<file path="config.mk">
export PLATFORM = sky130hd
export DESIGN_NAME = ripemd160_hash_engine
export DESIGN_NICKNAME = d
export VERILOG_FILES = /design/src/rhe_pkg.sv /design/src/ripemd160_hash_engine.sv
export SDC_FILE = /design/constraint.sdc
export NUM_CORES = 2
export LEC_CHECK = 0
export BUFFER_PORTS_ARGS = -buffer_cell sky130_fd_sc_hd__buf_4
export CAP_MARGIN = 20
export CORE_UTILIZATION = 53
export DETAILED_ROUTE_END_ITERATION = 6
export MAX_ROUTING_LAYER = met4
export PLACE_DENSITY = 0.71
export SLEW_MARGIN = 40
export SYNTH_ARGS = -nofsm -noshare
export SYNTH_HDL_FRONTEND = slang
export SYNTH_SLANG_ARGS = --single-unit
</file>
<file path="constraint.sdc">
create_clock -name clk -period 9.85 [get_ports clk]
set_input_delay 0.985 -clock clk [delete_from_list [all_inputs] [get_ports clk]]
set_output_delay 0.985 -clock clk [all_outputs]
set_load 0.1 [all_outputs]
</file>
<file path="src/rhe_pkg.sv">
// Types, constants and step functions of the RIPEMD-160 hash engine.
// No dependencies.
package rhe_pkg;

	typedef logic [31:0] word_t;

	typedef struct packed {
		logic [31:0] data_word;
		logic [2:0]  valid_bytes;
		logic        end_of_message;
	} msg_t;

	typedef struct packed {
		logic [31:0] digest_word;
		logic [2:0]  word_index;
		logic        last_word;
	} dig_t;

	typedef struct packed {
		word_t a;
		word_t b;
		word_t c;
		word_t d;
		word_t e;
	} line_t;

	typedef enum logic [3:0] {
		ST_IDLE,
		ST_BYTES,
		ST_PADM,
		ST_PADZ,
		ST_PADL,
		ST_PRE,
		ST_COMP,
		ST_FIN,
		ST_OUT
	} state_t;

	localparam int unsigned NUM_STEPS  = 80;
	localparam logic [6:0]  LAST_STEP  = 7'd79;
	localparam logic [5:0]  LEN_FILL   = 6'd56;
	localparam logic [5:0]  FULL_FILL  = 6'd63;
	localparam logic [2:0]  LAST_INDEX = 3'd4;
	localparam logic [7:0]  PAD_MARK   = 8'h80;

	localparam word_t IV [0:4] = '{
		32'h67452301, 32'hEFCDAB89, 32'h98BADCFE, 32'h10325476, 32'hC3D2E1F0
	};
	localparam word_t KL [0:4] = '{
		32'h00000000, 32'h5A827999, 32'h6ED9EBA1, 32'h8F1BBCDC, 32'hA953FD4E
	};
	localparam word_t KR [0:4] = '{
		32'h50A28BE6, 32'h5C4DD124, 32'h6D703EF3, 32'h7A6D76E9, 32'h00000000
	};

	localparam logic [3:0] SEL_L [0:NUM_STEPS-1] = '{
		0,1,2,3,4,5,6,7,8,9,10,11,12,13,14,15,
		7,4,13,1,10,6,15,3,12,0,9,5,2,14,11,8,
		3,10,14,4,9,15,8,1,2,7,0,6,13,11,5,12,
		1,9,11,10,0,8,12,4,13,3,7,15,14,5,6,2,
		4,0,5,9,7,12,2,10,14,1,3,8,11,6,15,13
	};
	localparam logic [3:0] SEL_R [0:NUM_STEPS-1] = '{
		5,14,7,0,9,2,11,4,13,6,15,8,1,10,3,12,
		6,11,3,7,0,13,5,10,14,15,8,12,4,9,1,2,
		15,5,1,3,7,14,6,9,11,8,12,2,10,0,4,13,
		8,6,4,1,3,11,15,0,5,12,2,13,9,7,10,14,
		12,15,10,4,1,5,8,7,6,2,13,14,0,3,9,11
	};
	localparam logic [4:0] ROT_L [0:NUM_STEPS-1] = '{
		11,14,15,12,5,8,7,9,11,13,14,15,6,7,9,8,
		7,6,8,13,11,9,7,15,7,12,15,9,11,7,13,12,
		11,13,6,7,14,9,13,15,14,8,13,6,5,12,7,5,
		11,12,14,15,14,15,9,8,9,14,5,6,8,6,5,12,
		9,15,5,11,6,8,13,12,5,12,13,14,11,8,5,6
	};
	localparam logic [4:0] ROT_R [0:NUM_STEPS-1] = '{
		8,9,9,11,13,15,15,5,7,7,8,11,14,14,12,6,
		9,13,15,7,12,8,9,11,7,7,12,7,6,15,13,11,
		9,7,15,11,8,6,6,14,12,13,5,14,13,13,7,5,
		15,5,8,11,14,14,6,14,6,9,12,9,12,5,15,8,
		8,5,12,9,12,5,14,6,8,13,6,5,15,13,11,11
	};

	function automatic word_t rotl(word_t x, logic [4:0] n);
		return (x << n) | (x >> (6'd32 - {1'b0, n}));
	endfunction

	function automatic word_t round_fn(logic [2:0] r, word_t x, word_t y, word_t z);
		word_t f;
		case (r)
			3'd0: f = x ^ y ^ z;
			3'd1: f = (x & y) | (~x & z);
			3'd2: f = (x | ~y) ^ z;
			3'd3: f = (x & z) | (y & ~z);
			default: f = x ^ (y | ~z);
		endcase
		return f;
	endfunction

	function automatic line_t line_step(line_t v, logic [2:0] r, word_t w, word_t k,
			logic [4:0] s);
		line_t o;
		o.b = rotl(v.a + round_fn(r, v.b, v.c, v.d) + w + k, s) + v.e;
		o.a = v.e;
		o.e = v.d;
		o.d = rotl(v.c, 5'd10);
		o.c = v.b;
		return o;
	endfunction

endpackage

</file>
<file path="src/ripemd160_hash_engine.sv">
// RIPEMD-160 hash engine: byte packer, 16-word block memory, dual-line compressor.
// Depends on rhe_pkg.
//
// Usage:
//   msg channel (msg_valid/msg_ready/msg) takes the message as 32-bit words,
//   earliest byte in bits 7:0, with a count of valid low bytes (above four
//   counts as four). end_of_message marks the final word, which may be partial
//   or empty.
//   dig channel (dig_valid/dig_ready/dig) returns the five chaining words of
//   the digest, word_index 0 first, last_word set on the fifth.
// Timing:
//   A word is taken in the idle state, its valid bytes are then written into
//   the block memory in turn, and a closing state ends the word; no new word
//   is taken before that. Each completed 64-byte block adds a prefetch, 80
//   steps (one step of both lines per cycle, set by the two-port block memory
//   read) and a chaining update. The final word adds the padding and length
//   bytes, the end of the zero fill, and one or two compressions; then the
//   digest is offered one word per cycle while dig_ready is high.
// Reset: chaining value returns to the initial vector, counters clear, the
//   engine waits in idle. A stalled receiver holds the current digest transfer
//   and the engine takes no new word until all five transfers are done; the
//   chaining value reloads the initial vector on the fifth transfer.
module ripemd160_hash_engine (
	input  logic          clk,
	input  logic          arst_n,
	input  logic          msg_valid,
	output logic          msg_ready,
	input  rhe_pkg::msg_t msg,
	output logic          dig_valid,
	input  logic          dig_ready,
	output rhe_pkg::dig_t dig
);
	import rhe_pkg::*;

	// control
	state_t      state_q, state_d;
	state_t      ret_q, ret_d;
	logic        push_en;
	logic [7:0]  push_byte;

	// input word and counters
	word_t       word_q;
	logic [2:0]  cnt_q;
	logic        last_q;
	logic [2:0]  bi_q;
	logic [2:0]  len_q;
	logic [5:0]  fill_q;
	logic [60:0] byte_total_q;
	logic [63:0] len_bits;
	logic [2:0]  oidx_q;
	logic [6:0]  step_q;
	logic [6:0]  rd_step;

	// block memory: byte writes, two sync read ports
	word_t       blk_mem [0:15];
	word_t       mem_l_q, mem_r_q;

	// working lines and chaining value
	line_t       left_q, right_q;
	word_t       chain_q [0:4];
	logic [2:0]  rnd;

	assign len_bits = {byte_total_q, 3'b000};
	assign rnd      = step_q[6:4];
	// read address of the step after the current one; prefetch reads step 0
	assign rd_step  = (state_q == ST_PRE || step_q == LAST_STEP) ? 7'd0 : 7'(step_q + 7'd1);

	always_comb begin
		state_d   = state_q;
		ret_d     = ret_q;
		push_en   = 1'b0;
		push_byte = 8'h00;
		msg_ready = 1'b0;
		dig_valid = 1'b0;
		case (state_q)
			ST_IDLE: begin
				msg_ready = 1'b1;
				if (msg_valid) state_d = ST_BYTES;
			end
			ST_BYTES: begin
				if (bi_q == cnt_q) begin
					state_d = last_q ? ST_PADM : ST_IDLE;
				end else begin
					push_en   = 1'b1;
					push_byte = word_q[{bi_q[1:0], 3'b000} +: 8];
				end
			end
			ST_PADM: begin
				push_en   = 1'b1;
				push_byte = PAD_MARK;
				state_d   = ST_PADZ;
			end
			ST_PADZ: begin
				if (fill_q == LEN_FILL) state_d = ST_PADL;
				else push_en = 1'b1;
			end
			ST_PADL: begin
				push_en   = 1'b1;
				push_byte = len_bits[{len_q, 3'b000} +: 8];
				if (len_q == 3'd7) state_d = ST_OUT;
			end
			ST_PRE: state_d = ST_COMP;
			ST_COMP: begin
				if (step_q == LAST_STEP) state_d = ST_FIN;
			end
			ST_FIN: state_d = ret_q;
			ST_OUT: begin
				dig_valid = 1'b1;
				if (dig_ready && oidx_q == LAST_INDEX) state_d = ST_IDLE;
			end
			default: state_d = ST_IDLE;
		endcase
		// a byte that fills the block detours through compression
		if (push_en && fill_q == FULL_FILL) begin
			ret_d   = state_d;
			state_d = ST_PRE;
		end
	end

	always_ff @(posedge clk or negedge arst_n) begin
		if (!arst_n) begin
			state_q <= ST_IDLE;
			ret_q   <= ST_IDLE;
		end else begin
			state_q <= state_d;
			ret_q   <= ret_d;
		end
	end

	// block memory
	always_ff @(posedge clk) begin
		if (push_en) blk_mem[fill_q[5:2]][{fill_q[1:0], 3'b000} +: 8] <= push_byte;
		mem_l_q <= blk_mem[SEL_L[rd_step]];
		mem_r_q <= blk_mem[SEL_R[rd_step]];
	end

	// counters and chaining value
	always_ff @(posedge clk or negedge arst_n) begin
		if (!arst_n) begin
			bi_q         <= '0;
			cnt_q        <= '0;
			last_q       <= 1'b0;
			len_q        <= '0;
			fill_q       <= '0;
			byte_total_q <= '0;
			oidx_q       <= '0;
			step_q       <= '0;
			for (int i = 0; i < 5; i++) chain_q[i] <= IV[i];
		end else begin
			case (state_q)
				ST_IDLE: begin
					if (msg_valid) begin
						cnt_q        <= (msg.valid_bytes > 3'd4) ? 3'd4 : msg.valid_bytes;
						last_q       <= msg.end_of_message;
						bi_q         <= '0;
						byte_total_q <= byte_total_q + ((msg.valid_bytes > 3'd4) ?
							61'd4 : {58'd0, msg.valid_bytes});
					end
				end
				ST_BYTES: begin
					if (push_en) bi_q <= 3'(bi_q + 3'd1);
				end
				ST_PADM: len_q <= '0;
				ST_PADL: len_q <= 3'(len_q + 3'd1);
				ST_PRE:  step_q <= '0;
				ST_COMP: step_q <= (step_q == LAST_STEP) ? 7'd0 : 7'(step_q + 7'd1);
				ST_FIN: begin
					chain_q[0] <= chain_q[1] + left_q.c + right_q.d;
					chain_q[1] <= chain_q[2] + left_q.d + right_q.e;
					chain_q[2] <= chain_q[3] + left_q.e + right_q.a;
					chain_q[3] <= chain_q[4] + left_q.a + right_q.b;
					chain_q[4] <= chain_q[0] + left_q.b + right_q.c;
				end
				ST_OUT: begin
					if (dig_ready) begin
						if (oidx_q == LAST_INDEX) begin
							oidx_q       <= '0;
							byte_total_q <= '0;
							for (int i = 0; i < 5; i++) chain_q[i] <= IV[i];
						end else begin
							oidx_q <= 3'(oidx_q + 3'd1);
						end
					end
				end
				default: ;
			endcase
			if (push_en) fill_q <= 6'(fill_q + 6'd1);
		end
	end

	// input word and working lines
	always_ff @(posedge clk) begin
		if (state_q == ST_IDLE && msg_valid) word_q <= msg.data_word;
		if (state_q == ST_PRE) begin
			left_q  <= '{chain_q[0], chain_q[1], chain_q[2], chain_q[3], chain_q[4]};
			right_q <= '{chain_q[0], chain_q[1], chain_q[2], chain_q[3], chain_q[4]};
		end else if (state_q == ST_COMP) begin
			left_q  <= line_step(left_q, rnd, mem_l_q, KL[rnd], ROT_L[step_q]);
			right_q <= line_step(right_q, 3'(3'd4 - rnd), mem_r_q, KR[rnd], ROT_R[step_q]);
		end
	end

	assign dig.digest_word = chain_q[oidx_q];
	assign dig.word_index  = oidx_q;
	assign dig.last_word   = (oidx_q == LAST_INDEX);

endmodule

</file>
==> flow_summary_export.csv <==
group,metric,value,unit
drt,drc_errors,0,
synthesis,syn_inst,8310,
drt,vias,70065,
floorplanning,core_area,160400,um^2
floorplanning,die_area,162900,um^2
layout,synthToLayoutAreaGrowth,11.07,%
floorplanning,start_util,0.5330,
synthesis,synth.distinct_cells,108,
power,ir_drop,0.2857,mV
drt,ant_nets,0,
timing,final_max_slew_viol_count,0,
setup_path,path_buf_inv,6,
setup_path,cp-start-kind,"register",
setup_path,path_class,"register to register",
power,p_leak,0.03839,uW
placed_design,portBuffers,77,
synthesis,syn_area_per_cell,10.29,um^2
drt,drtIter0Drc,8237,
worst_hold_path,hold_class,"input pin to asynchronous set/reset pin",
layout,fin_nets,9121,
grt,grt_max_degree,142,
synthesis,synth_seq_cells,1183,
cts,htree_levels,4,
setup_path,required,10.43,ns
setup_path,reg2regPathDepth,40,
timing,setup_violations,0,
timing,fmax,105.5,MHz
grt,grt_pass1_wl,461900,um
synthesis,syn_nets,9015,
layout,final_cell_mix,"mux2i_1, nand2_1, edfxtp_1",
setup_path,max_stage_delay,0.53,ns
floorplanning,rows,147,
cts,clock_latency,0.85,ns
cts,cts_root_buffer,"clkbuf_16",
layout,drive_gt1_frac,0.1191,
placed_design,place_inst,10436,
timing,relSlewSlack,0.2678,
grt,antenna_found_initial,22,
status,status,"finished, final reports clean",
timing,worst_slack,0.3751,ns
drt,vias_per_cell,6.542,
job,drv_cap,0,
synthesis,synthesis.area,85480,um^2
drt,wl_per_cell,30.06,um
setup_path,crit_family,"compound AO/OA/AOI/OAI gates",
setup_path,path_depth,40,
layout,final_common_cell,"mux2i_1",
cts,clk_pin_slew_worst_paths,0.06,ns
floorplanning,die_h,403.6,um
setup_path,cp_slowest_cell,"fa_1",
setup_path,crit_fanout,28,
timing,finalHoldViolCount,0,
synthesis,ys_async_sr_fraction,0.2156,
drt,wirelength,322000,um
timing,tightest_slew,1.098,ns
placed_design,gp_congestion,1.070,
grt,grt-ovfl-total,0,
drt,dr.pass1.iters,6,
timing,worst_clock_skew,0.05625,ns
synthesis,ys_seq_area_frac,0.3943,
synthesis,ys_warn_count,0,
layout,layoutNonFillerInstCount,10710,
synthesis,synthFlopType,"edfxtp_1",
synthesis,synth_edf_count,864,
floorplanning,pin_count,78,
power,power.density,404.5,nW/um^2
placed_design,dp_slack,0.01055,ns
cts,cts_buffers,135,
setup_path,cp.arrival,10.06,ns
placed_design,hpwl,247600,um
cts,cts_tree,"done",
cts,cts_buffer_depth,3,
grt,gr-usage-all-layers,0.4012,
grt,grt_pass1_vias,67196,
floorplanning,die_w,403.6,um
cts,clock_sinks,1183,
timing,fin_crit,9.475,ns
timing,period_share,0.9619,
setup_path,crit_path_end_kind,"register",
-- report_power, final --
part | leakage (uW) | internal (uW) | switching (uW) | total, uW
Sequential | 0.0113 | 6590 | 931 | 7520
Clock | 0.00219 | 2930 | 2270 | 5200
Combinational | 0.0249 | 9810 | 15900 | 25700
-- metrics by stage --
step                area (um^2)  hold slack (ns)    util  setup TNS (ns)  total power (uW)
global route              94930           0.1336  0.5919         -0.1748             40220
detailed placement        90020           0.4682  0.5613               0             32130
global placement          89710           0.4551  0.5594               0             31930
finish                    94940          0.09413  0.5920               0             38400
floorplan                 85480           0.4384       -               0             22880
CTS                       94550          0.09523  0.5895               0             37420
-- worst register-to-register path: cells and delay by family, from the launching register on --
kind	cells	cell delay [ns]
xor+xnor	1	0.16
fa+ha+maj	5	1.80
flops	1	0.40
compound gates	24	4.70
simple gates	4	0.83
buf+inv	6	1.37
-- layer usage --
metal,track usage,wire length [um],vias up,part of all wire
met5,-,0,-,0
met4,0.2210,20580,0,0.064
met3,0.07671,29180,791,0.091
met2,0.6071,145500,3673,0.45
met1,0.5078,126700,34930,0.39
li1,-,-,30671,-
-- kinds of logic after synthesis --
group / after synthesis / share of synthesized area
adders and majority gates: 665 / 0.1224
xor gates and xnor gates: 463 / 0.04762
DFF: 1183 / 0.3943
and+or+nand+nor: 2167 / 0.1112
AOI/OAI and AO/OA: 1932 / 0.1424
muxes: 1175 / 0.1473
buffers and inverters: 725 / 0.03482
-- state kept, by name, indices dropped and copies added (netlist names) --
register,cells
step_q,7
len_q,3
fill_q,6
chain_q,160
oidx_q,3
blk_mem,512
mem_l_q,32
bi_q,3
mem_r_q,32
ret_q,4
last_q,1
byte_total_q,61
word_q,32
right_q,160
state_q,4
left_q,160
cnt_q,3
-- what timing repair did --
action | CTS | global route
hold buffers | 0 | 0
gates resized for setup | 1 | 71
pin swaps | 0 | 5
setup endpoints to repair | 1 | 18
cloned | 0 | 1
buffers inserted | 0 | 2
endpoints found under the hold margin | 0 | 0
-- worst paths after layout --
path                                                endpoint                  start  slack [ns]
worst max register to register         left_q[126]$_DFFE_PP_  step_q[4]$_DFFE_PN0P_        0.38
min in group clk                         word_q[7]$_DFFE_PP_                msg[11]        0.32
worst max-delay path                   left_q[126]$_DFFE_PP_  step_q[4]$_DFFE_PN0P_        0.38
worst min-delay path            byte_total_q[48]$_DFFE_PN0P_                 arst_n        0.09
worst min register to register            last_q$_DFFE_PN0P_     last_q$_DFFE_PN0P_        0.48
max in group asynchronous           chain_q[155]$_DFFE_PN0P_                 arst_n        7.61
-- area by class of cell --
type	count	area [um^2]
Antenna cell	20	50.05
Clock buffer	173	3602
Clock inverter	78	924.6
Fill cell	13450	65440
Inverter	286	1090
Multi-Input combinational cell	6402	49500
Sequential cell	1183	33710
Tap cell	2160	2703
Timing Repair Buffer	408	3358
-- cells in the mapped netlist (32+ instances only) --
cell type	n	area [um^2]
a211oi_1	52	390.4
a21o_1	136	1021
a21oi_1	435	2177
a221oi_1	44	385.4
a22oi_1	53	397.9
a31oi_1	52	325.3
and2_1	32	200.2
and3_1	48	300.3
buf_1	42	157.7
buf_2	103	515.5
buf_4	33	247.7
clkbuf_1	261	979.7
dfrtp_1	175	4379
dfstp_2	80	2102
dfxtp_1	64	1281
edfxtp_1	864	25940
fa_1	285	5705
ha_1	380	4755
inv_1	270	1013
mux2_2	35	394.1
mux2i_1	1073	10740
mux4_2	62	1396
nand2_1	1055	3960
nand2b_1	49	306.5
nand3_1	136	680.7
nand4_1	40	250.2
nor2_1	492	1847
nor2b_1	95	594.3
nor3_1	95	475.5
o211ai_1	64	480.5
o21a_1	45	337.8
o21ai_0	547	2738
o21ai_1	78	390.4
o21bai_1	42	315.3
o22ai_1	109	681.9
or3_1	44	275.3
xnor2_1	245	2146
xor2_1	216	1892
No activity file was read; power rests on OpenSTA's default activity.
